## src/rtl/fpe_pkg.sv

```systemverilog
// Shared types, constants and helpers for the frustum plane extraction block.
// No dependencies; every other file in rtl/ uses this package.
`timescale 1ns / 1ps
package fpe_pkg;

  localparam int FRAC_BITS  = 16;
  localparam int NUM_W      = 33 + FRAC_BITS;   // |e| << FRAC_BITS, also quotient width
  localparam int SQRT_STEPS = 34;               // radicand is 68 bits, two bits a step
  localparam int CNT_W      = $clog2(NUM_W + 1);

  localparam logic [2:0] PLANE_LEFT   = 3'd0;
  localparam logic [2:0] PLANE_RIGHT  = 3'd1;
  localparam logic [2:0] PLANE_TOP    = 3'd2;
  localparam logic [2:0] PLANE_BOTTOM = 3'd3;
  localparam logic [2:0] PLANE_NEAR   = 3'd4;
  localparam logic [2:0] PLANE_FAR    = 3'd5;

  typedef enum logic {F_COLLECT, F_EMIT} front_state_t;
  typedef enum logic [2:0] {B_IDLE, B_SQ, B_SQRT, B_DIV, B_OUT} back_state_t;

  typedef struct packed {
    logic signed [31:0] col_x;
    logic signed [31:0] col_y;
    logic signed [31:0] col_z;
    logic signed [31:0] col_w;
  } in_item_t;

  typedef struct packed {
    logic signed [31:0] plane_a;
    logic signed [31:0] plane_b;
    logic signed [31:0] plane_c;
    logic signed [31:0] plane_d;
    logic [2:0]         plane_index;
    logic               degenerate;
    logic               last_plane;
  } out_item_t;

  // unnormalized plane, each element a 33-bit signed sum
  typedef struct packed {
    logic [3:0][32:0] e;
    logic [2:0]       idx;
  } raw_plane_t;

  function automatic logic [32:0] mag(input logic [32:0] v);
    return v[32] ? (~v + 33'd1) : v;
  endfunction

  function automatic logic plane_adds(input logic [2:0] p);
    return (p == PLANE_LEFT) || (p == PLANE_BOTTOM) || (p == PLANE_NEAR);
  endfunction

  function automatic logic [31:0] sat_q(input logic [NUM_W-1:0] q, input logic neg);
    logic [NUM_W-1:0] lim;
    lim = {{(NUM_W-32){1'b0}}, 32'h8000_0000};
    if (neg) begin
      if (q > lim) return 32'h8000_0000;
      return ~q[31:0] + 32'd1;
    end
    if (q >= lim) return 32'h7fff_ffff;
    return q[31:0];
  endfunction

endpackage

```

## src/rtl/fpe_queue.sv

```systemverilog
// Two-entry queue of raw planes between the front and back ends.
// Depends on fpe_pkg.
`timescale 1ns / 1ps
module fpe_queue (
  input  logic                clk,
  input  logic                rst_n,
  input  logic                push,
  output logic                full,
  input  fpe_pkg::raw_plane_t wdata,
  input  logic                pop,
  output logic                empty,
  output fpe_pkg::raw_plane_t rdata
);

  fpe_pkg::raw_plane_t mem_r [2];
  logic       wptr_r, rptr_r;
  logic [1:0] count_r;
  logic       do_push, do_pop;

  assign full    = (count_r == 2'd2);
  assign empty   = (count_r == 2'd0);
  assign do_push = push && !full;
  assign do_pop  = pop && !empty;
  assign rdata   = mem_r[rptr_r];

  always_ff @(posedge clk) begin
    if (!rst_n) begin
      wptr_r  <= 1'b0;
      rptr_r  <= 1'b0;
      count_r <= 2'd0;
    end else begin
      if (do_push) wptr_r <= ~wptr_r;
      if (do_pop)  rptr_r <= ~rptr_r;
      count_r <= count_r + {1'b0, do_push} - {1'b0, do_pop};
    end
  end

  always_ff @(posedge clk) begin
    if (do_push) mem_r[wptr_r] <= wdata;
  end

  assert property (@(posedge clk) disable iff (!rst_n) count_r != 2'd3)
    else $error("queue count overflow");
  assert property (@(posedge clk) disable iff (!rst_n)
    (wptr_r == rptr_r) |-> (count_r == 2'd0 || count_r == 2'd2))
    else $error("queue pointers disagree with count");
  assert property (@(posedge clk) disable iff (!rst_n)
    do_push && !do_pop |=> count_r == $past(count_r) + 2'd1)
    else $error("queue push lost");

endmodule

```

## config.mk

```make
export PLATFORM = sky130hd
export DESIGN_NAME = fpe_queue
export DESIGN_NICKNAME = d
export VERILOG_FILES = /design/src/rtl/fpe_pkg.sv /design/src/rtl/fpe_queue.sv
export SDC_FILE = /design/constraint.sdc
export NUM_CORES = 1
export LEC_CHECK = 0
export BUFFER_PORTS_ARGS = -buffer_cell sky130_fd_sc_hd__buf_4
export CORE_MARGIN = 2
export CORE_UTILIZATION = 26
export CTS_BUF_LIST = sky130_fd_sc_hd__clkbuf_16
export CTS_CLUSTER_DIAMETER = 60
export DETAILED_ROUTE_END_ITERATION = 8
export GPL_ROUTABILITY_DRIVEN = 0
export PLACE_DENSITY_LB_ADDON = 0.2
export SYNTH_ARGS = -nofsm -noshare
export SYNTH_HDL_FRONTEND = slang
export SYNTH_SLANG_ARGS = --single-unit
```

## constraint.sdc

```tcl
create_clock -name clk -period 11.4 [get_ports clk]
set_clock_uncertainty 0.15 [all_clocks]
set_input_delay 1.14 -clock clk [delete_from_list [all_inputs] [get_ports clk]]
set_output_delay 1.14 -clock clk [all_outputs]
set_load 0.02 [all_outputs]
```

==> reports/results.txt <==
Mean routed wirelength per cell: 17.0 um. TritonCTS built the clock tree. Register bit total from synthesis: 275. For this design the static power due to leakage is 5.19 nW. For this design the ratio of total power to cell area is 244 nW/um^2. At the worst endpoint, the required time is 10.11 ns. The analysis attributes to net switching a power of 0.986 mW. The share of synthesized area in the top cell type comes to 79.7%. The detail route stage leaves a number of antenna-violating nets equal to 0. The setup slack of the worst register-to-register path is 8.32 ns, and the fraction of power spent switching nets is 29.3%. Post-CTS repair changed the size of 0 cells. The wire length of the first global-routing pass was 32100 um; the die outline area was 40700 sq um. The longest clock path from root to sink contains 3 buffers. At the end of the flow, the number of nets in the layout was 887.

The floorplan has 72 rows. Buffers inserted during clock tree synthesis total 31. The width of the die is 202 um. The clock root buffer was clkbuf_16. The cell count of the worst reg-to-reg path came out at 4. The internal power component was 2.38 mW. The logs give 0 for the number of hold violations in the final report and 0.000144 V for the worst vdd rail ir drop.

The post-synthesis to final-layout area growth was 36.0%. STA classifies the critical path endpoint as an output port. Adding up every negative setup slack in the final design gives 0 ns. Buffers inserted to repair hold after CTS numbered 0. The via count of the first global-routing pass came out at 5383. After synthesis, the mean cell area works out to 22.7 sq um.

In the finished design, the share of the clock period the worst path needs comes to 36.5%. Summing the sequential cell areas from Yosys gives 80.7% of the chip area. The CTS clock-pin slew for the worst setup and hold paths was 0.06 ns.

Across the run, the number of max-cap violations was 0. The total number of vias is 5109, and the source-to-sink clock delay at the later pin of the worst-skew pair is 0.55 ns. The number of antenna violations at the first check in global routing was 1. For this design the top-level I/O count stands at 276. The detailed router finished its first iteration with 179 violations. The endpoint identified for the worst register-to-register timing path is mem_r[1][71]. The global-route usage over all layers is 10.4%. The power share of the clock group is 29.2%, and the share of total power in sequential cells is 40.5%. Combinational logic is responsible for 30.3% of the overall power. The worst-margin pin slew is 1.06 ns. Counting every instance in the synthesized netlist gives 447.

The tools report the beginning of the worst register-to-register path as count_r[0]. The most critical setup path has its endpoint at rdata[66]. Cells fill 35.8% of the core in the end. Prior to clock tree synthesis, the placed netlist has a worst setup slack of 7.44 ns. The tools report the number of synthesis warnings as 0. The number of H-tree branching levels was 1; the initial standard-cell utilization of the core was 26.3%.

For the total half-perimeter wirelength after legalization and detailed placement, the log shows 13800 um. The floorplan step set the die height to 202 um. Measured against its own limit, the worst slew margin works out to 29.2%. For this block, the routed nets add up to 21800 um of wire. For this run, the detailed router's first-pass iteration total came to 4. Summing all multi-input logic gate instances after layout gives 1840 sq um.

The run gives 0 as the number of pins exceeding their max-slew limit in the final report. Ranked by total cell area, the synthesized netlist is headed by edfxtp_1, mux2_2, mux2_4. Type of the tightest min-delay check: reg2reg. The run gives 8210 sq um as the combined flip-flop and latch cell area.

Setup slack closes at 7.24 ns. The tools report the total nets after synthesis as 588. Setup repair after global routing left no endpoint under its margin. The flow ran to the end, and the final reports show no timing, DRC or antenna violations.

STA classifies the critical path startpoint as a flip-flop. The logs give 275 for the clock sink count and 0 for the total congestion overflow. The number of different library cells used by synthesis comes to 18. After layout, the design draws a total of 3.37 mW.

For the filler cell count, the log shows 3672. For this run, the top clock speed supported by timing is 240 MHz. The area of the mapped netlist was 10200 sq um; the top fanout value on the critical path was 61. Post-CTS timing repair inserted 0 buffers for setup. The minimum period implied by the final worst setup slack came out at 4.16 ns. The critical path in this run is classified as reg2out. After floorplanning, the core was sized to cover 38600 sq um. STA puts the critical path data arrival time at 2.87 ns.

edfxtp_1 takes more of the synthesized area than any other cell. 0 antenna diodes ended up in the layout. The number of vias per cell after detailed routing is 3.98. The post-route netlist has 60.0% of its cells at a drive strength greater than 1. The total of endpoints with negative setup slack in the final report is 0, and the maximum number of pins on one net before global-route repair is 71. The residual DRC count was 0.

Count of input and output buffers: 275.
## kinds of logic (layout without fill, tap and decap cells)
family | count (synthesis) | count (layout) | synth area share (%)
AOI/OAI and AO/OA | 1 | 1 | 0.0739
adders and majority gates | 2 | 2 | 0.246
buffers and inverters | 18 | 338 | 1.28
xor gates and xnor gates | 2 | 2 | 0.172
DFF | 275 | 275 | 80.7
and+or+nand+nor | 13 | 13 | 0.615
muxes | 136 | 136 | 16.9
## worst min path at each step
stage                start  slack, ns        end  cells after the start
floorplan           wptr_r       0.30     wptr_r                      2
global placement    rptr_r       0.35     rptr_r                      2
detailed placement  rptr_r       0.37  flip-flop                      2
CTS                 wptr_r       0.39     wptr_r                      2
global route        rptr_r       0.41  flip-flop                      2
finish              wptr_r       0.38     wptr_r                      2
## Yosys cell counts
library cell	instances
mux2i_1	1
buf_2	8
nand2b_1	2
edfxtp_1	270
and2_1	2
buf_6	7
and3_1	1
mux2_4	50
nor3_1	1
xnor2_1	1
ha_1	2
dfxtp_1	5
inv_1	3
o21a_1	1
xor2_1	1
nand2_1	2
mux2_2	85
nor2_1	5
## metrics by stage
step	instances	hold slack [ns]	cell area [sq um]
after floorplan	447	0.305	10200
after global placement	1231	0.354	12800
after detailed placement	1231	0.370	12800
after CTS	1285	0.389	13800
after global routing	1285	0.415	13800
final	1285	0.384	13800
## routing by layer
metal	track usage (%)	up-vias	routed length, um
met5	0	-	8
met3	4.15	37	1780
met1	12.9	2528	9150
li1	-	2376	-
met4	2.73	2	530
met2	16.7	166	10300
## flip-flops by register name, summed over array words and instances, names as in the netlist, named ones only
register	count
count_r	2
mem_r	270
rptr_r	1
wptr_r	1
## power groups by stage
stage          sequential [mW]  combinational [mW]  clock, mW
3_3_place_gp              1.39                1.05          0
4_1_cts                   1.37                1.06       1.02
6_report                  1.36                1.02      0.982
3_5_place_dp              1.39                1.05          0
5_1_grt                   1.38                1.09       1.06
2_1_floorplan             1.38               0.661          0
## cell usage in the layout, fill, tap and decap left out
cell type and count:
dfxtp_4 1, clkinv_1 7, ha_1 2, o21a_1 1, nand2b_1 2, clkbuf_16 31
inv_1 9, dfxtp_1 4, and2_1 2, nand2_1 2, nor3_1 1, edfxtp_1 270
mux2_2 85, nor2_1 4, bufinv_16 5, buf_4 281, xor2_1 1, mux2_4 50
mux2i_1 1, and3_4 1, clkinv_2 4, xnor2_1 1, inv_8 1, nor2_4 1
## final cells by class
class | instances | share of cell area (%)
Clock buffer | 31 | 5.61
Clock inverter | 23 | 1.66
Inverter | 3 | 0.0814
Multi-Input combinational cell | 154 | 13.3
Sequential cell | 275 | 59.4
Tap cell | 518 | 4.69
Timing Repair Buffer | 281 | 15.3
## worst max-delay path: stages, from the launching register on
cell and delay, ns:
dfxtp_4 0.79, buf_4 0.82, mux2_2 0.43, buf_4 0.16
(Power assumes the default switching activity.)
