<file path="config.mk">
export PLATFORM = sky130hd
export DESIGN_NAME = fpe_front
export DESIGN_NICKNAME = d
export VERILOG_FILES = /design/src/rtl/fpe_pkg.sv /design/src/rtl/fpe_front.sv
export SDC_FILE = /design/constraint.sdc
export NUM_CORES = 1
export LEC_CHECK = 0
export ABC_AREA = 1
export ABC_CLOCK_PERIOD_IN_PS = 9000
export BUFFER_PORTS_ARGS = -buffer_cell sky130_fd_sc_hd__buf_4
export CAP_MARGIN = 20
export CELL_PAD_IN_SITES_DETAIL_PLACEMENT = 1
export CELL_PAD_IN_SITES_GLOBAL_PLACEMENT = 2
export CORE_MARGIN = 2
export CORE_UTILIZATION = 38
export CTS_CLUSTER_DIAMETER = 120
export DETAILED_ROUTE_END_ITERATION = 10
export GPL_ROUTABILITY_DRIVEN = 0
export PLACE_DENSITY_LB_ADDON = 0.25
export SYNTH_ARGS = -nofsm -noshare
export SYNTH_HDL_FRONTEND = slang
export SYNTH_SLANG_ARGS = --single-unit
</file>
<file path="constraint.sdc">
create_clock -name clk -period 9 [get_ports clk]
set_input_delay 0.9 -clock clk [delete_from_list [all_inputs] [get_ports clk]]
set_output_delay 0.9 -clock clk [all_outputs]
set_load 0.03 [all_outputs]
</file>
<file path="src/rtl/fpe_pkg.sv">
// Shared types, constants and helpers for the frustum plane extraction block.
// No dependencies; every other file in rtl/ uses this package.
`timescale 1ns / 1ps
package fpe_pkg;

  localparam int FRAC_BITS  = 16;
  localparam int NUM_W      = 33 + FRAC_BITS;   // |e| << FRAC_BITS, also quotient width
  localparam int SQRT_STEPS = 34;               // radicand is 68 bits, two bits a step
  localparam int CNT_W      = $clog2(NUM_W + 1);

  localparam logic [2:0] PLANE_LEFT   = 3'd0;
  localparam logic [2:0] PLANE_RIGHT  = 3'd1;
  localparam logic [2:0] PLANE_TOP    = 3'd2;
  localparam logic [2:0] PLANE_BOTTOM = 3'd3;
  localparam logic [2:0] PLANE_NEAR   = 3'd4;
  localparam logic [2:0] PLANE_FAR    = 3'd5;

  typedef enum logic {F_COLLECT, F_EMIT} front_state_t;
  typedef enum logic [2:0] {B_IDLE, B_SQ, B_SQRT, B_DIV, B_OUT} back_state_t;

  typedef struct packed {
    logic signed [31:0] col_x;
    logic signed [31:0] col_y;
    logic signed [31:0] col_z;
    logic signed [31:0] col_w;
  } in_item_t;

  typedef struct packed {
    logic signed [31:0] plane_a;
    logic signed [31:0] plane_b;
    logic signed [31:0] plane_c;
    logic signed [31:0] plane_d;
    logic [2:0]         plane_index;
    logic               degenerate;
    logic               last_plane;
  } out_item_t;

  // unnormalized plane, each element a 33-bit signed sum
  typedef struct packed {
    logic [3:0][32:0] e;
    logic [2:0]       idx;
  } raw_plane_t;

  function automatic logic [32:0] mag(input logic [32:0] v);
    return v[32] ? (~v + 33'd1) : v;
  endfunction

  function automatic logic plane_adds(input logic [2:0] p);
    return (p == PLANE_LEFT) || (p == PLANE_BOTTOM) || (p == PLANE_NEAR);
  endfunction

  function automatic logic [31:0] sat_q(input logic [NUM_W-1:0] q, input logic neg);
    logic [NUM_W-1:0] lim;
    lim = {{(NUM_W-32){1'b0}}, 32'h8000_0000};
    if (neg) begin
      if (q > lim) return 32'h8000_0000;
      return ~q[31:0] + 32'd1;
    end
    if (q >= lim) return 32'h7fff_ffff;
    return q[31:0];
  endfunction

endpackage

</file>
<file path="src/rtl/fpe_front.sv">
// Front end: collects the four matrix columns and forms the six raw planes.
// Depends on fpe_pkg.
`timescale 1ns / 1ps
module fpe_front (
  input  logic                   clk,
  input  logic                   rst_n,
  input  logic                   push,
  output logic                   full,
  input  fpe_pkg::in_item_t      col,
  output logic                   q_push,
  input  logic                   q_full,
  output fpe_pkg::raw_plane_t    q_data
);

  fpe_pkg::front_state_t state_r, state_nxt;
  fpe_pkg::in_item_t     col_r [4];
  logic [1:0]            ccnt_r, ccnt_nxt;
  logic [2:0]            pidx_r, pidx_nxt;

  always_ff @(posedge clk) begin
    if (!rst_n) begin
      state_r <= fpe_pkg::F_COLLECT;
      ccnt_r  <= 2'd0;
      pidx_r  <= 3'd0;
    end else begin
      state_r <= state_nxt;
      ccnt_r  <= ccnt_nxt;
      pidx_r  <= pidx_nxt;
    end
  end

  always_ff @(posedge clk) begin
    if (push && !full) col_r[ccnt_r] <= col;
  end

  // element j of plane p comes from column j: w plus or minus x, y or z
  always_comb begin
    logic signed [31:0] v;
    q_data.idx = pidx_r;
    for (int j = 0; j < 4; j++) begin
      case (pidx_r[2:1])
        2'd0:    v = col_r[j].col_x;
        2'd1:    v = col_r[j].col_y;
        default: v = col_r[j].col_z;
      endcase
      if (fpe_pkg::plane_adds(pidx_r))
        q_data.e[j] = {col_r[j].col_w[31], col_r[j].col_w} + {v[31], v};
      else
        q_data.e[j] = {col_r[j].col_w[31], col_r[j].col_w} - {v[31], v};
    end
  end

  always_comb begin
    state_nxt = state_r;
    ccnt_nxt  = ccnt_r;
    pidx_nxt  = pidx_r;
    full      = 1'b1;
    q_push    = 1'b0;
    case (state_r)
      fpe_pkg::F_COLLECT: begin
        full = 1'b0;
        if (push) begin
          ccnt_nxt = ccnt_r + 2'd1;
          if (ccnt_r == 2'd3) begin
            state_nxt = fpe_pkg::F_EMIT;
            pidx_nxt  = fpe_pkg::PLANE_LEFT;
          end
        end
      end
      fpe_pkg::F_EMIT: begin
        if (!q_full) begin
          q_push   = 1'b1;
          pidx_nxt = pidx_r + 3'd1;
          if (pidx_r == fpe_pkg::PLANE_FAR) state_nxt = fpe_pkg::F_COLLECT;
        end
      end
      default: state_nxt = fpe_pkg::F_COLLECT;
    endcase
  end

endmodule

</file>
==> run_results.csv <==
group,metric,value,unit
synthesis,syn-num-nets,3577,
global_routing,grt_usage,0.274,
die,ioPinCount,269,
synthesis,synth_flop_cell,"edfxtp_1",
critical_path,crit_start,"pidx_r[2]$_SDFFE_PN0P_",
synthesis,synth_area_leaders,"edfxtp_1 51%, nand2_1 10%, ha_1 6.0%, inv_1 5.1%, nor2_1 4.8%",
critical_path,r2r-start,"state_r$_SDFF_PN0_",
timing,rsz0062_at_grt,"false",
layout,area_growth,16.3,%
layout,drive_gt1_frac,0.118,
clocking,ctsResizeCount,0,
clocking,post-cts-setup-buffers,0,
status,status,"complete, no violations",
timing,fin_crit_sh,0.844,
clocking,cts_num_sinks,518,
synthesis,ys_warn_count,0,
critical_path,cp-end-kind,"output pin",
power_and_ir_drop,ir_worst_vdd,0.152,mV
synthesis,synth_top_cell_by_area,"edfxtp_1",
global_routing,grt_pass1_vias,25375,
routing,num_vias,24598,
synthesis,ys_seq_elements,518,
power_and_ir_drop,power,6.30,mW
clocking,clk-insertion-delay-late,0.63,ns
synthesis,syn-cell-area,0.0299,sq mm
timing,finalSetupTns,0,ns
place,place_area,0.0331,sq mm
critical_path,path_class,"flip-flop to output pin",
die,start_util,0.385,
power_and_ir_drop,powerDensity,181,mW/mm^2
global_routing,grt_max_degree,77,
routing,dr.pass1.iters,5,
die,die_height,284,microns
timing,drv_slew,0,
hold_path,hp-class,"input port to flip-flop",
clocking,clk_pin_slew,0.06,ns
critical_path,rr_worst_depth,5,
routing,drt_iter0_drc,1946,
critical_path,critPathLaunchType,"flip-flop",
synthesis,synth_commonest_cells,"823 x nand2_1, 512 x edfxtp_1, 407 x inv_1, 380 x nor2_1, 189 x a21oi_1",
power_and_ir_drop,power.leakage,14.5,nW
critical_path,reg2reg_setup_slack,5.53,ns
routing,viasPerCell,5.27,
critical_path,r2r-end,"col_r[0][122]$_DFFE_PP_",
synthesis,synth-edff-count,512,
critical_path,worstPathRequired,8.10,ns
timing,skew,0.0317,ns
global_routing,antenna_found_initial,0,
layout,nets,3866,
place,placed_cells,4568,
routing,drcViolationCount,0,
clocking,cts_tree,"built",
synthesis,synthCells,3297,
clocking,cts_max_path_buffers,3,
global_routing,grt_pass1_wl,166,mm
place,pre_cts_slack,2.21,ns
layout,fin_area,0.0348,sq mm
timing,setup_slack,1.40,ns
synthesis,synth_top_area_frac,0.515,
clocking,htree_levels,2,
layout,diodes,0,
place,io_buffer_count,268,
critical_path,critPathMaxFanout,61,
run,maxCapViolations,0,
global_routing,grt-ovfl-total,0,
die,core-area,0.0776,sq mm
critical_path,endpoint,"q_data[35]",
routing,ant_nets,0,
clocking,postCtsHoldBufs,0,
synthesis,synth_cell_type_count,53,
synthesis,yosysMostFrequentCell,"nand2_1",
routing,wl_per_cell,24.1,microns
synthesis,async_flop_share,0,
timing,max_freq,0.132,GHz
synthesis,seq_area_frac_synth,0.519,
die,die_w,284,microns
routing,routed_wl,113,mm
clocking,clockRootBuffer,"clkbuf_16",
layout,layoutNonFillerInstCount,4668,
die,dieArea,0.0809,sq mm
die,rows,102,
timing,setup_violations,0,
critical_path,cp.arrival,6.70,ns
clocking,cts_buffers,55,
synthesis,avgSynthCellArea,9.06,sq um
timing,final-hold-violation-count,0,
timing,finalCriticalPeriod,7.60,ns
layout,nFillCells,9085,
timing,relSlewSlack,0.269,
place,dpl.hpwl,90.2,mm
timing,tightest_slew,1.10,ns
[logic make-up after synthesis]
kind of cell             share of synthesized area
AND/OR/NAND/NOR                              0.209
flip-flops                                   0.519
buffers and inverters                       0.0634
AO/OA/AOI/OAI                               0.0861
XOR/XNOR                                    0.0595
adder cells (fa/ha/maj)                     0.0630
multiplexers                              0.000335
[state kept, by name (all words and copies together), names as in the netlist]
register	count
col_r	512
pidx_r	3
ccnt_r	2
state_r	1
[worst max-delay path, stage by stage (launching register included)]
cell and delay, ns:
dfxtp_4 0.57, inv_1 0.24, buf_4 0.44, nand2_1 0.39
buf_4 0.33, o21ai_0 0.48, ha_1 0.25, inv_1 0.06
nor2_1 0.14, nand2_1 0.14, nor2_2 0.23, nand2_1 0.11
o21ai_0 0.20, xor2_1 0.20, inv_1 0.11, ha_1 0.36
nand2_1 0.11, nor2_1 0.25, nand2_1 0.09, o21ai_0 0.56
nand2_1 0.14, nand3_1 0.17, nand3b_1 0.13, nand2_1 0.13
buf_4 0.20
[cells in the final DEF (no fill, tap or decap), drive strengths merged, types with 7 or more instances in the layout]
cell | netlist | routed
a21o | 18 | 18
buf | 38 | 290
o211ai | 30 | 30
inv | 409 | 410
ha | 144 | 144
xor2 | 141 | 141
a21boi | 7 | 7
o21ai | 146 | 146
nor3 | 29 | 29
a21oi | 191 | 191
edfxtp | 512 | 512
a31oi | 18 | 18
nand2 | 829 | 829
nand3 | 181 | 181
xnor2 | 62 | 62
or2 | 11 | 11
clkinv | 0 | 27
nand4 | 31 | 31
nand3b | 11 | 11
nor2 | 399 | 399
o21bai | 23 | 23
clkbuf | 20 | 66
[final cells by class]
class                   count  area [sq um]  share of cell area
clock inverters            33           262             0.00752
multi-input cells        2312         12500               0.361
repair buffers            290          2210              0.0636
flip-flops and latches    518         15500               0.446
well taps                1040          1300              0.0374
inverters                 409          1540              0.0442
clock buffers              66          1420              0.0408
[metal layers]
metal / GRT usage / wire [microns] / up-vias
met2: 0.462 / 53900 / 634
met3: 0.0283 / 4950 / 113
met4: 0.0607 / 2550 / 0
met5: 0 / 0 / -
met1: 0.382 / 51200 / 12242
li1: - / - / 11609
[how the worst min path moves through the flow]
stage	cells after the start	endpoint	from	slack, ns
floorplan	2	ccnt_r[1]$_SDFFE_PN0P_	ccnt_r[1]$_SDFFE_PN0P_	0.49
global placement	2	state_r$_SDFF_PN0_	state_r$_SDFF_PN0_	0.50
detailed placement	2	state_r$_SDFF_PN0_	state_r$_SDFF_PN0_	0.50
CTS	1	col_r[1][47]$_DFFE_PP_	col[47]	0.44
global route	1	col_r[3][88]$_DFFE_PP_	col[88]	0.45
finish	1	col_r[2][79]$_DFFE_PP_	col[79]	0.47
[where the power goes]
part | internal, mW | switching (mW) | total, mW
registers | 2.77 | 0.0284 | 2.80
clock network | 1.18 | 0.977 | 2.16
logic | 0.415 | 0.933 | 1.35
[through the flow]
step | hold WS (ns) | utilization
after floorplan | 0.490 | -
after CTS | 0.438 | 0.448
after detailed placement | 0.499 | 0.426
final | 0.472 | 0.448
after global routing | 0.447 | 0.448
after global placement | 0.499 | 0.426
Note: power is estimated with default switching activity, not from simulation.
