File: src/rtl/fpe_pkg.sv
// Shared types, constants and helpers for the frustum plane extraction block.
// No dependencies; every other file in rtl/ uses this package.
`timescale 1ns / 1ps
package fpe_pkg;

  localparam int FRAC_BITS  = 16;
  localparam int NUM_W      = 33 + FRAC_BITS;   // |e| << FRAC_BITS, also quotient width
  localparam int SQRT_STEPS = 34;               // radicand is 68 bits, two bits a step
  localparam int CNT_W      = $clog2(NUM_W + 1);

  localparam logic [2:0] PLANE_LEFT   = 3'd0;
  localparam logic [2:0] PLANE_RIGHT  = 3'd1;
  localparam logic [2:0] PLANE_TOP    = 3'd2;
  localparam logic [2:0] PLANE_BOTTOM = 3'd3;
  localparam logic [2:0] PLANE_NEAR   = 3'd4;
  localparam logic [2:0] PLANE_FAR    = 3'd5;

  typedef enum logic {F_COLLECT, F_EMIT} front_state_t;
  typedef enum logic [2:0] {B_IDLE, B_SQ, B_SQRT, B_DIV, B_OUT} back_state_t;

  typedef struct packed {
    logic signed [31:0] col_x;
    logic signed [31:0] col_y;
    logic signed [31:0] col_z;
    logic signed [31:0] col_w;
  } in_item_t;

  typedef struct packed {
    logic signed [31:0] plane_a;
    logic signed [31:0] plane_b;
    logic signed [31:0] plane_c;
    logic signed [31:0] plane_d;
    logic [2:0]         plane_index;
    logic               degenerate;
    logic               last_plane;
  } out_item_t;

  // unnormalized plane, each element a 33-bit signed sum
  typedef struct packed {
    logic [3:0][32:0] e;
    logic [2:0]       idx;
  } raw_plane_t;

  function automatic logic [32:0] mag(input logic [32:0] v);
    return v[32] ? (~v + 33'd1) : v;
  endfunction

  function automatic logic plane_adds(input logic [2:0] p);
    return (p == PLANE_LEFT) || (p == PLANE_BOTTOM) || (p == PLANE_NEAR);
  endfunction

  function automatic logic [31:0] sat_q(input logic [NUM_W-1:0] q, input logic neg);
    logic [NUM_W-1:0] lim;
    lim = {{(NUM_W-32){1'b0}}, 32'h8000_0000};
    if (neg) begin
      if (q > lim) return 32'h8000_0000;
      return ~q[31:0] + 32'd1;
    end
    if (q >= lim) return 32'h7fff_ffff;
    return q[31:0];
  endfunction

endpackage

File: src/rtl/fpe_back.sv
// Back end: per plane, sum of squares, serial square root, four bit-serial
// dividers and saturation, into a one-entry result register. Depends on fpe_pkg.
`timescale 1ns / 1ps
module fpe_back (
  input  logic                clk,
  input  logic                rst_n,
  output logic                q_pop,
  input  logic                q_empty,
  input  fpe_pkg::raw_plane_t q_data,
  output logic                out_empty,
  input  logic                out_pop,
  output fpe_pkg::out_item_t  out_data
);

  localparam int CW = fpe_pkg::CNT_W;
  localparam int NW = fpe_pkg::NUM_W;

  fpe_pkg::back_state_t state_r, state_nxt;
  fpe_pkg::raw_plane_t  plane_r;
  logic [CW-1:0]        cnt_r;
  logic [65:0]          prod_r;
  logic [67:0]          sum_r;
  logic [34:0]          rem_r;
  logic [33:0]          root_r;
  logic [NW-1:0]        dnum_r [4];
  logic [34:0]          drem_r [4];
  fpe_pkg::out_item_t   res_r;
  logic                 res_valid_r;

  logic                 load_res;
  logic [32:0]          mul_in;
  logic [36:0]          rem2;
  logic [35:0]          trial;
  fpe_pkg::out_item_t   res_nxt;

  assign out_empty = !res_valid_r;
  assign out_data  = res_r;
  assign mul_in    = fpe_pkg::mag(plane_r.e[cnt_r[1:0]]);
  assign rem2      = {rem_r, sum_r[67:66]};
  assign trial     = {root_r, 2'b01};

  always_comb begin
    state_nxt = state_r;
    q_pop     = 1'b0;
    load_res  = 1'b0;
    case (state_r)
      fpe_pkg::B_IDLE: if (!q_empty) begin
        q_pop     = 1'b1;
        state_nxt = fpe_pkg::B_SQ;
      end
      fpe_pkg::B_SQ:   if (cnt_r == CW'(3)) state_nxt = fpe_pkg::B_SQRT;
      fpe_pkg::B_SQRT: begin
        if (cnt_r == CW'(fpe_pkg::SQRT_STEPS - 1)) begin
          // zero length only when all three elements are zero
          if (rem2 >= {1'b0, trial} || root_r != 34'd0) state_nxt = fpe_pkg::B_DIV;
          else                                           state_nxt = fpe_pkg::B_OUT;
        end
      end
      fpe_pkg::B_DIV:  if (cnt_r == CW'(NW - 1)) state_nxt = fpe_pkg::B_OUT;
      fpe_pkg::B_OUT:  if (!res_valid_r || out_pop) begin
        load_res  = 1'b1;
        state_nxt = fpe_pkg::B_IDLE;
      end
      default:         state_nxt = fpe_pkg::B_IDLE;
    endcase
  end

  always_comb begin
    res_nxt.plane_index = plane_r.idx;
    res_nxt.last_plane  = (plane_r.idx == fpe_pkg::PLANE_FAR);
    res_nxt.degenerate  = (root_r == 34'd0);
    if (root_r == 34'd0) begin
      res_nxt.plane_a = '0;
      res_nxt.plane_b = '0;
      res_nxt.plane_c = '0;
      res_nxt.plane_d = '0;
    end else begin
      res_nxt.plane_a = fpe_pkg::sat_q(dnum_r[0], plane_r.e[0][32]);
      res_nxt.plane_b = fpe_pkg::sat_q(dnum_r[1], plane_r.e[1][32]);
      res_nxt.plane_c = fpe_pkg::sat_q(dnum_r[2], plane_r.e[2][32]);
      res_nxt.plane_d = fpe_pkg::sat_q(dnum_r[3], plane_r.e[3][32]);
    end
  end

  always_ff @(posedge clk) begin
    if (!rst_n) begin
      state_r     <= fpe_pkg::B_IDLE;
      res_valid_r <= 1'b0;
      cnt_r       <= '0;
    end else begin
      state_r <= state_nxt;
      if (load_res)     res_valid_r <= 1'b1;
      else if (out_pop) res_valid_r <= 1'b0;
      if (state_nxt != state_r) cnt_r <= '0;
      else                      cnt_r <= cnt_r + CW'(1);
    end
  end

  always_ff @(posedge clk) begin
    logic [35:0] r2;
    if (q_pop) begin
      plane_r <= q_data;
      sum_r   <= '0;
    end
    if (load_res) res_r <= res_nxt;
    case (state_r)
      fpe_pkg::B_SQ: begin
        prod_r <= 66'(mul_in) * 66'(mul_in);
        if (cnt_r != '0) sum_r <= sum_r + 68'(prod_r);
        rem_r  <= '0;
        root_r <= '0;
      end
      fpe_pkg::B_SQRT: begin
        sum_r <= {sum_r[65:0], 2'b00};
        if (rem2 >= {1'b0, trial}) begin
          rem_r  <= 35'(rem2 - {1'b0, trial});
          root_r <= {root_r[32:0], 1'b1};
        end else begin
          rem_r  <= rem2[34:0];
          root_r <= {root_r[32:0], 1'b0};
        end
        for (int j = 0; j < 4; j++) begin
          dnum_r[j] <= {fpe_pkg::mag(plane_r.e[j]), {fpe_pkg::FRAC_BITS{1'b0}}};
          drem_r[j] <= '0;
        end
      end
      fpe_pkg::B_DIV: begin
        // restoring division, one quotient bit per lane per cycle
        for (int j = 0; j < 4; j++) begin
          r2 = {drem_r[j], dnum_r[j][NW-1]};
          if (r2 >= {2'b00, root_r}) begin
            drem_r[j] <= 35'(r2 - {2'b00, root_r});
            dnum_r[j] <= {dnum_r[j][NW-2:0], 1'b1};
          end else begin
            drem_r[j] <= r2[34:0];
            dnum_r[j] <= {dnum_r[j][NW-2:0], 1'b0};
          end
        end
      end
      default: ;
    endcase
  end

  assert property (@(posedge clk) disable iff (!rst_n)
    res_valid_r && res_r.degenerate |->
      res_r.plane_a == 0 && res_r.plane_b == 0 && res_r.plane_c == 0 && res_r.plane_d == 0)
    else $error("degenerate plane not zeroed");
  assert property (@(posedge clk) disable iff (!rst_n)
    res_valid_r |-> res_r.last_plane == (res_r.plane_index == fpe_pkg::PLANE_FAR))
    else $error("last mark off the far plane");
  assert property (@(posedge clk) disable iff (!rst_n)
    res_valid_r && !out_pop |=> res_valid_r && $stable(res_r))
    else $error("waiting result overwritten");

endmodule

File: config.mk
export PLATFORM = sky130hd
export DESIGN_NAME = fpe_back
export DESIGN_NICKNAME = d
export VERILOG_FILES = /design/src/rtl/fpe_pkg.sv /design/src/rtl/fpe_back.sv
export SDC_FILE = /design/constraint.sdc
export NUM_CORES = 2
export LEC_CHECK = 0
export ABC_CLOCK_PERIOD_IN_PS = 14100
export BUFFER_PORTS_ARGS = -buffer_cell sky130_fd_sc_hd__buf_2
export CAP_MARGIN = 5
export CORE_AREA = 2 2 388 390
export CTS_BUF_LIST = sky130_fd_sc_hd__clkbuf_8
export CTS_CLUSTER_SIZE = 25
export DETAILED_ROUTE_END_ITERATION = 8
export DIE_AREA = 0 0 390 392
export PLACE_DENSITY = 0.76
export SLEW_MARGIN = 15
export SYNTH_ARGS = -nofsm -noshare
export SYNTH_HDL_FRONTEND = slang
export SYNTH_SLANG_ARGS = --single-unit
File: constraint.sdc
create_clock -name clk -period 14.1 [get_ports clk]
set_input_delay 1.41 -clock clk [delete_from_list [all_inputs] [get_ports clk]]
set_output_delay 1.41 -clock clk [all_outputs]
set_load 0.03 [all_outputs]
==> results.json <==
{
  "synth-async-reset-ratio_pct": 0,
  "netlist_area_sq_um": 81400,
  "clkSinkCount": 816,
  "clkLatencyLatePin_ps": 950,
  "wire_length_of_the_first_global_routing_pass_um": 371000,
  "finalCriticalPeriod_ps": 13110,
  "cp_max_fo": 37,
  "drt-vias-per-instance": 6.02,
  "synthCells": 8575,
  "slew_headroom_pct": 15.5,
  "place_hpwl_um": 183000,
  "globalplace.congestion": 0.990,
  "layout_setup_ws_ps": 989,
  "fraction_of_final_layout_cells_sized_beyond_drive_strength_1_pct": 7.93,
  "post_synth_edffs": 738,
  "setup_repair_after_global_routing_missed_its_margin": "false",
  "groute.usage.overall_pct": 31.7,
  "dpl_cell_area_sq_um": 84700,
  "dieWidth_um": 390,
  "numPortBuffers": 273,
  "post_cts_hold_fix_bufs": 0,
  "arrival_ps": 13760,
  "finalSetupTns_ps": 0,
  "synth.yosys.warnings": 0,
  "pre_cts_slack_ps": 1380,
  "first_global_vias": 64628,
  "cp-end-kind": "flip-flop",
  "n_fill_cell": 12639,
  "start_util_pct": 54.7,
  "maxCapViolCount": 0,
  "synth_flop_cell": "edfxtp_1",
  "cts_inserted_buffers": 147,
  "hold_path_class": "reg -> reg",
  "finClkSkew_ps": 69.6,
  "routed-via-count": 65077,
  "finish.net_count": 10273,
  "design.core.area_sq_um": 149000,
  "critical_path.most_common_cell": "inv_1",
  "ctsLongestPathBuffers": 3,
  "cts_tree": "yes",
  "worst_slew_pin_slew_ps": 1260,
  "max_freq_mhz": 76.3,
  "area_of_all_placed_cells_without_fillers_sq_um": 87600,
  "pin_count_of_the_biggest_net_entering_global_routing": 213,
  "floorplan.rows": 142,
  "worst-path-buf-inv": 10,
  "cts.root.buffer_cell": "clkbuf_8",
  "grt_antenna_before_repair": 29,
  "req_time_crit_path_ps": 14750,
  "timing.critical_path.slowest_stage_cell": "inv_1",
  "critPathLaunchType": "flip-flop",
  "cts.reportedPaths.clkPinSlew_ps": 60,
  "cpLargestDelayFamily": "adder cells",
  "cts_post_setup_buffers_inserted": 0,
  "synth.lib_cells_used.distinct": 110,
  "flow.area_growth_from_synthesis_pct": 7.58,
  "route.detailed.drc": 0,
  "global_route.overflow_total": 0,
  "number_of_top_level_pins": 274,
  "drt_iter0_drc": 7339,
  "h-tree-depth": 4,
  "worst-setup-path-type": "reg -> reg",
  "setup_violations": 0,
  "dp_cells": 10534,
  "synth.yosys.seq_area_share_pct": 29.1,
  "wirelength_um": 242000,
  "fin_crit_sh_pct": 93.0,
  "postSynthAreaPerCell_sq_um": 9.50,
  "final-max-slew-violation-count": 0,
  "startpoint_of_the_worst_register_to_register_path": "cnt_r[1]$_SDFF_PP0_",
  "die_h_um": 392,
  "run_status": "completed",
  "hold_violations": 0,
  "ctsResizeCount": 0,
  "detail_route.first_pass.iterations": 8,
  "holdCritStartpoint": "plane_r[0]$_DFFE_PP_",
  "floorplan.die_area_sq_um": 153000,
  "wl_per_cell_um": 22.4,
  "crit_path_max_incr_delay_ps": 910,
  "layout.cells.most_common": "inv_1",
  "postRouteAntennaNets": 0,
  "setup.worst_path.start": "cnt_r[1]$_SDFF_PP0_",
  "finished_layout_cells": 10818,
  "layout.cells.most_common_list": "1296 x inv_1, 1003 x nor2_1, 880 x fa_1, 738 x edfxtp_1, 719 x nand2_1",
  "yosys_register_bits": 816
}
## final cells by class
| class | count | area [sq um] | share of cell area (%) |
|---|---|---|---|
| Multi-Input combinational cell | 6140 | 51700 | 59.0 |
| Sequential cell | 816 | 23700 | 27.1 |
| Inverter | 1283 | 4830 | 5.51 |
| Tap cell | 1944 | 2430 | 2.78 |
| Clock buffer | 150 | 2060 | 2.36 |
| Timing Repair Buffer | 351 | 1990 | 2.27 |
| Clock inverter | 115 | 832 | 0.950 |
| Antenna cell | 19 | 47.5 | 0.0543 |
## routing by layer
metal	wire (um)	share of wire, %	vias to the layer above	global-route usage, %
met2	104000	43	3275	46.5
met1	97800	40	31909	43.2
met3	28000	12	637	8.93
li1	-	-	29248	-
met4	12400	5.1	8	15.3
met5	62	0.026	-	0
## cells in the mapped netlist (all sizes together) (41+ instances only)
master  number  area share, %
a211oi      41           0.38
a22oi       59           0.54
o21bai      52           0.48
nand2      722            3.3
or3         47           0.37
nor3       131           0.82
a21o       194            1.8
o31ai       53           0.49
nor4        63           0.53
nor2      1006            4.6
nand4       61           0.47
inv       1279            5.9
clkbuf     309            1.4
edfxtp     738             27
xnor2      210            2.3
o21ai      393            2.4
a21oi      514            3.2
and2        74           0.57
o22a        86           0.92
mux2i       86            1.1
o21a        46           0.42
buf         52           0.34
ha         515            7.9
fa         880             22
nor2b       51           0.39
dfxtp       78            1.9
a31oi       79           0.61
nand3       78           0.48
nand2b      56           0.43
xor2       215            2.3
## through the flow
step                hold slack (ps)  utilization [%]
floorplan                       426                -
global placement                438             56.9
detailed placement              443             56.9
CTS                             454             58.8
global route                    487             58.8
finish                          450             58.8
## registers in the layout, summed over array words and instances, names as in the netlist
register / cells
drem_r: 140
plane_r: 135
root_r: 34
state_r: 3
sum_r: 68
cnt_r: 6
dnum_r: 196
prod_r: 65
out_data: 133
res_valid_r: 1
rem_r: 35
## final timing paths
kind / cells past startpoint / to / slack, ps
max: 37 / prod_r[64]$_DFFE_PP_ / 990
min: 0 / out_data[2]$_DFFE_PP_ / 450
min reg2reg: 0 / out_data[2]$_DFFE_PP_ / 450
max reg2reg: 37 / prod_r[64]$_DFFE_PP_ / 990
## logic make-up (layout without fill, tap and decap cells)
family	Yosys count	in the layout	synth area share, %
AND/OR/NAND/NOR	2429	2429	13.3
AO/OA/AOI/OAI	1744	1744	13.7
buffers and inverters	1645	1899	7.72
adder cells (fa/ha/maj)	1395	1395	29.5
flip-flops	816	816	29.1
XOR/XNOR	425	425	4.62
multiplexers	119	119	1.96
other	2	47	0.00922
Power is left out: the tool's default activity adds up to more than one toggle a clock period on the data nets, which glitch-free logic cannot reach.
